$ cat src/rtl/gewc_pkg.sv
// Shared types and constants for the grid exit walk counter.
package gewc_pkg;

	localparam int unsigned CNT_W = 30;
	localparam logic [CNT_W-1:0] WALK_MOD = 30'd1000000007;

	typedef struct packed {
		logic [6:0] grid_rows;
		logic [6:0] grid_cols;
		logic [6:0] move_budget;
		logic [5:0] start_row;
		logic [5:0] start_col;
	} req_t;

	typedef struct packed {
		logic [CNT_W-1:0] path_count;
		logic             bad_request;
	} rsp_t;

	typedef enum logic [2:0] {
		ST_IDLE,
		ST_INIT,
		ST_LAYER,
		ST_DRAIN,
		ST_FETCH,
		ST_RESULT
	} state_t;

	typedef enum logic [1:0] {
		DIR_UP,
		DIR_RIGHT,
		DIR_DOWN,
		DIR_LEFT
	} dir_t;

	typedef struct packed {
		logic load;
		logic add;
	} acc_ctl_t;

endpackage

$ cat src/rtl/gewc_mod_acc.sv
// Modular accumulator: the shared add-and-reduce unit for neighbor sums.
module gewc_mod_acc (
	input  logic                          clk,
	input  gewc_pkg::acc_ctl_t            ctl,
	input  logic [gewc_pkg::CNT_W-1:0]    operand,
	output logic [gewc_pkg::CNT_W-1:0]    acc
);

	logic [gewc_pkg::CNT_W-1:0] acc_q;
	logic [gewc_pkg::CNT_W-1:0] base;
	logic [gewc_pkg::CNT_W:0]   sum;
	logic [gewc_pkg::CNT_W:0]   red;

	always_comb begin
		base = ctl.load ? '0 : acc_q;
		sum  = {1'b0, base} + {1'b0, operand};
		red  = (sum >= {1'b0, gewc_pkg::WALK_MOD}) ? sum - {1'b0, gewc_pkg::WALK_MOD} : sum;
	end

	always_ff @(posedge clk) begin
		if (ctl.add) begin
			acc_q <= red[gewc_pkg::CNT_W-1:0];
		end
	end

	assign acc = acc_q;

endmodule

$ cat config.mk
export PLATFORM = sky130hd
export DESIGN_NAME = gewc_mod_acc
export DESIGN_NICKNAME = d
export VERILOG_FILES = /design/src/rtl/gewc_pkg.sv /design/src/rtl/gewc_mod_acc.sv
export SDC_FILE = /design/constraint.sdc
export NUM_CORES = 1
export LEC_CHECK = 0
export BUFFER_PORTS_ARGS = -buffer_cell sky130_fd_sc_hd__buf_4
export CORE_UTILIZATION = 59
export DETAILED_ROUTE_END_ITERATION = 12
export GPL_TIMING_DRIVEN = 0
export PLACE_DENSITY_LB_ADDON = 0.1
export SLEW_MARGIN = 20
export SYNTH_ARGS = -nofsm -noshare
export SYNTH_HDL_FRONTEND = slang
export SYNTH_SLANG_ARGS = --single-unit
$ cat constraint.sdc
create_clock -name clk -period 5.4 [get_ports clk]
set_input_delay 0.27 -clock clk [delete_from_list [all_inputs] [get_ports clk]]
set_output_delay 0.27 -clock clk [all_outputs]
set_load 0.01 [all_outputs]
# Yosys cells after proc, flatten, opt, wreduce, memory -nomap -nowiden
# Cells that the tools add are included.
dict set report classes {
  magnitude_cmp 1
  n_mux 2
  add_sub_neg 2
}
# operator count
set op_table {}
lappend op_table {{two-way mux 30 bit} 2}
lappend op_table {{adder 30 x 30 -> 31 bit} 1}
lappend op_table {{greater-or-equal comparator 31 x 30 -> 1 bit (second input constant)} 1}
lappend op_table {{subtractor 30 bit (second input constant)} 1}
dict set report totals {
  word_cells 6
  register_bits 30
  out_inout_bits 30
  input_bits 33
}

# Depth between registers and ports, before layout
dict set report logic_depth {
  ltp_word 4
  mapped_depth 17
  depth_no_buf 15
}

# Least setup slack after synthesis
# Ideal clock, no wire load.
dict set report synth_timing {
  kind {input port to flip-flop}
  startpoint {input ctl[1] in the netlist's numbering}
  endpoint {register acc_q, in the netlist acc[1] (data pin)}
  t_arrival_ns 3.855
  path_slack_ns 1.283
  n_path_buf 2
  path_stages 16
  setup_ns 0.262
  cell_sequence {clkbuf_1 nor2b_1 ha_1 inv_1 fa_1 nand2b_1 a221oi_1 a311oi_1 a22oi_1 and4_1 o211ai_2 a221oi_1 o21ai_1 a221oi_4 buf_6 mux2_1}
}
dict set report synth_via {
  elab_chain_len 4
  elab_cells_between_ends 5
}
# item line
set synth_lines {}
lappend synth_lines {{start: declaration} gewc_mod_acc.sv:4} ;# input gewc_pkg::acc_ctl_t ctl,
lappend synth_lines {{two-way mux 30 bit *} gewc_mod_acc.sv:15} ;# base = ctl.load ? '0 : acc_q;
lappend synth_lines {{adder 30 x 30 -> 31 bit *} gewc_mod_acc.sv:16} ;# sum = {1'b0, base} + {1'b0, operand};
lappend synth_lines {{subtractor 30 bit or greater-or-equal comparator 31 x 30 -> 1 bit (tied branches)} gewc_mod_acc.sv:17} ;# red = (sum >= {1'b0, gewc_pkg::WALK_MOD}) ? sum - {1'b0, gewc_pkg::WALK_MOD} : sum;
lappend synth_lines {{two-way mux 30 bit *} gewc_mod_acc.sv:17}
lappend synth_lines {{via red, one bit} gewc_mod_acc.sv:12} ;# logic [gewc_pkg::CNT_W:0] red;
lappend synth_lines {{end signal: assignment} gewc_mod_acc.sv:22} ;# acc_q <= red[gewc_pkg::CNT_W-1:0];
lappend synth_lines {{end: declaration} gewc_mod_acc.sv:9} ;# logic [gewc_pkg::CNT_W-1:0] acc_q;
# The timed path passes the listed nets; every way through them passes the cells marked *.
# A chain may end at the register's enable or synchronous reset.

# Worst setup path in the final report
dict set report layout_timing {
  startpoint {register acc_q, in the netlist acc[0]}
  endpoint {register acc_q, in the netlist acc[1] (data pin)}
}
dict set report layout_via {
  elab_chain_len 4
  elab_cells_between_ends 5
}
# item line
set layout_lines {}
lappend layout_lines {{two-way mux 30 bit *} gewc_mod_acc.sv:15}
lappend layout_lines {{adder 30 x 30 -> 31 bit *} gewc_mod_acc.sv:16}
lappend layout_lines {{subtractor 30 bit or greater-or-equal comparator 31 x 30 -> 1 bit (tied branches)} gewc_mod_acc.sv:17}
lappend layout_lines {{two-way mux 30 bit *} gewc_mod_acc.sv:17}
lappend layout_lines {{via red, one bit} gewc_mod_acc.sv:12}
# Marks and branches as above.

==> flow_metrics.py <==
metrics = {
    "status": {
        "status": "finished with violations",
        "violations": "DRC",
    },
    "finish": {
        "fin_util_pct": 71.9,
        "final_nets": 627,
        "multi_input_area_mm2": 0.00295,
        "final.fill_count": 556,
        "drive_gt1_share_pct": 17.4,
        "syn_to_final_growth_pct": 15.8,
        "antennaDiodeCount": 0,
        "register_area_um2": 901,
        "largest_register_ffs": 30,
    },
    "logic_synthesis": {
        "synth_cell_type_count": 72,
        "ys_ff_latch": 30,
        "syn_nets": 559,
        "syn_inst": 494,
        "synth_edf_count": 30,
        "syn_area_mm2": 0.00401,
        "seq_area_frac_synth_pct": 22.5,
        "synth_flop_cell": "edfxtp_1",
        "yosysWarnings": 0,
        "syn_avg_cell_area_um2": 8.12,
        "synthArstFlopShare_pct": 0,
    },
    "worst_setup_path": {
        "critPathLaunch": "acc[0]",
        "worstSetupPathType": "register to register",
        "endpoint_kind": "register",
        "crit_arrival_ns": 4.88,
        "crit_fanout": 10,
        "rr_endpoint": "acc[1]",
        "r2r_setup_slack_ns": 0.55,
        "start_kind": "register",
        "r2r-start": "acc[0]",
        "cp.required_ns": 5.43,
        "r2r.worst_path.cells": 15,
        "setup.worst_path.end": "acc[1]",
    },
    "cts": {
        "cts_root_buffer": "clkbuf_8",
        "cts_hold_buf": 0,
        "h-tree-depth": 2,
        "tritoncts": "done",
        "clock_sinks": 30,
        "clock_latency_ns": 0.29,
        "cts_setup_buffers": 0,
        "clk_path_buf_depth": 2,
        "clk_pin_slew_ns": 0.08,
        "cts_resized": 0,
        "numCtsBuffers": 5,
    },
    "global_route": {
        "grtUsageTotal_pct": 31.4,
        "grt_max_degree": 31,
        "grt_pass1_vias": 3710,
        "gr-total-overflow": 0,
        "grt_pass1_wl_mm": 17.8,
        "antenna_found_initial": 0,
    },
    "timing": {
        "worst_pin_slew_ns": 0.799,
        "fin_crit_sh_pct": 89.8,
        "finalHoldViolCount": 0,
        "setup_viol": 0,
        "fmax_mhz": 206,
        "relSlewSlack_pct": 46.4,
        "setup_tns_ns": 0,
        "rsz0062_at_grt": "false",
        "drv_slew": 0,
        "fin_skew_ns": 0.0107,
        "period_minus_slack_ns": 4.85,
        "whs_ns": 0.454,
    },
    "die": {
        "io_pins": 63,
        "die-area_mm2": 0.00713,
        "die_x_um": 84.5,
        "die_h_um": 84.5,
        "num_rows": 29,
        "start_util_pct": 62.1,
        "core_area_mm2": 0.00646,
    },
    "placed_design": {
        "place.gp.congestion": 0.889,
        "dp_hpwl_mm": 8.59,
        "portBuffers": 61,
    },
    "drt": {
        "num_vias": 4094,
        "ant_nets": 0,
        "wirelength_mm": 11.1,
        "dr.pass1.iters": 9,
        "drt_iter0_drc": 322,
        "wl_per_cell_um": 17.3,
        "via_per_inst": 6.40,
        "drc": 3,
    },
    "pwr": {
        "p_leak_uw": 0.00192,
        "power.density_mw_per_mm2": 520,
        "peakVddDrop_v": 0.000301,
    },
    "run": {
        "maxCapViolations": 0,
    },
    "worst_hold_path": {
        "min_path_type": "primary input to register",
    },
}
-- metrics by stage --
| step | instance area [µm²] | cells | power, µW | setup WS, ns |
|---|---|---|---|---|
| 2_1_floorplan | 4010 | 494 | 1710 | 1.28 |
| 3_3_place_gp | 4570 | 632 | 2150 | 0.480 |
| 3_5_place_dp | 4570 | 632 | 2190 | 0.405 |
| 4_1_cts | 4650 | 640 | 2390 | 0.648 |
| 5_1_grt | 4650 | 640 | 2590 | 0.272 |
| 6_report | 4650 | 640 | 2420 | 0.551 |
-- worst max-delay path: stages, from the launching register on --
cell and delay (ns):
edfxtp_1 0.39, nor2b_1 0.16, ha_1 0.23, inv_1 0.07
fa_1 0.41, nand2b_1 0.23, a21oi_4 0.25, o21a_1 0.26
nor4_1 0.07, nor3_1 0.67, and4bb_1 0.32, a311oi_2 0.24
o21ai_1 0.15, a221oi_4 0.53, buf_6 0.25, mux2_1 0.35
-- placed cells by master, fill, tap and decap left out, types with 4 or more instances in the layout --
cell type	count
a21o_1	10
a21oi_1	43
a221oi_1	4
and2_1	13
and3_1	7
and4_1	5
buf_2	5
buf_4	63
clkbuf_1	9
clkbuf_8	6
edfxtp_1	30
ha_1	31
inv_1	13
nand2_1	42
nand2b_1	6
nand3_1	10
nand4_1	10
nor2_1	36
nor2b_1	31
nor3_1	15
nor4_1	6
o211ai_1	13
o21a_1	7
o21ai_0	29
o21bai_1	4
or3_1	8
xnor2_1	17
xor2_1	20
-- power by group --
group	internal (µW)	switching, µW
clock	88.8	97.5
combinational	726	1010
sequential	438	50.8
total	1250	1160
-- routing by layer --
metal | track usage (%) | wire length [µm] | part of all wire [%]
met5 | 0 | 0 | 0
met4 | 7.70 | 126 | 1.1
met3 | 4.82 | 766 | 6.9
met2 | 52.3 | 5030 | 45
met1 | 42.9 | 5150 | 46
-- synth_stat cells (7+ instances only) --
cell	n	area share (%)
edfxtp_1	30	22
and2_1	13	2.0
xnor2_1	17	3.7
xor2_1	20	4.4
or3_1	8	1.2
ha_1	31	9.7
nand3_1	10	1.2
nor3_1	15	1.9
nand4_1	10	1.6
o211ai_1	13	2.4
clkbuf_1	8	0.75
nor2b_1	31	4.8
and3_1	7	1.1
inv_1	13	1.2
nor2_1	36	3.4
a21o_1	10	1.9
nand2_1	42	3.9
a21oi_1	43	5.4
o21a_1	7	1.3
o21ai_0	29	3.6
-- final cells by class --
class                           count  share of cell area [%]
Buffer                             19                    2.40
Clock buffer                        6                    1.56
Clock inverter                      2                   0.188
Inverter                           13                    1.05
Multi-Input combinational cell    432                    63.5
Sequential cell                    30                    19.4
Tap cell                           77                    2.07
Timing Repair Buffer               61                    9.85
-- worst min path at each step --
stage | from | to | slack, ns | depth (start not counted)
finish | ctl[0] | acc[0] | 0.45 | 1
global route | ctl[0] | acc[0] | 0.46 | 1
CTS | ctl[0] | acc[0] | 0.46 | 1
detailed placement | acc[26] | acc[26] | 0.70 | 1
global placement | acc[14] | acc[14] | 0.70 | 1
floorplan | ctl[0] | acc[0] | 0.38 | 0
-- logic make-up (layout without fill, tap and decap cells) --
family                   after synthesis  count (layout)  share of synthesized area (%)
multiplexers                           5               5                           1.34
flip-flops                            30              30                           22.5
AO/OA/AOI/OAI                        151             151                           26.2
adder cells (fa/ha/maj)               32              32                           10.2
buffers and inverters                 32             101                           3.99
AND/OR/NAND/NOR                      207             207                           27.8
XOR/XNOR                              37              37                           8.08
Note: power is estimated with default switching activity, not from simulation.
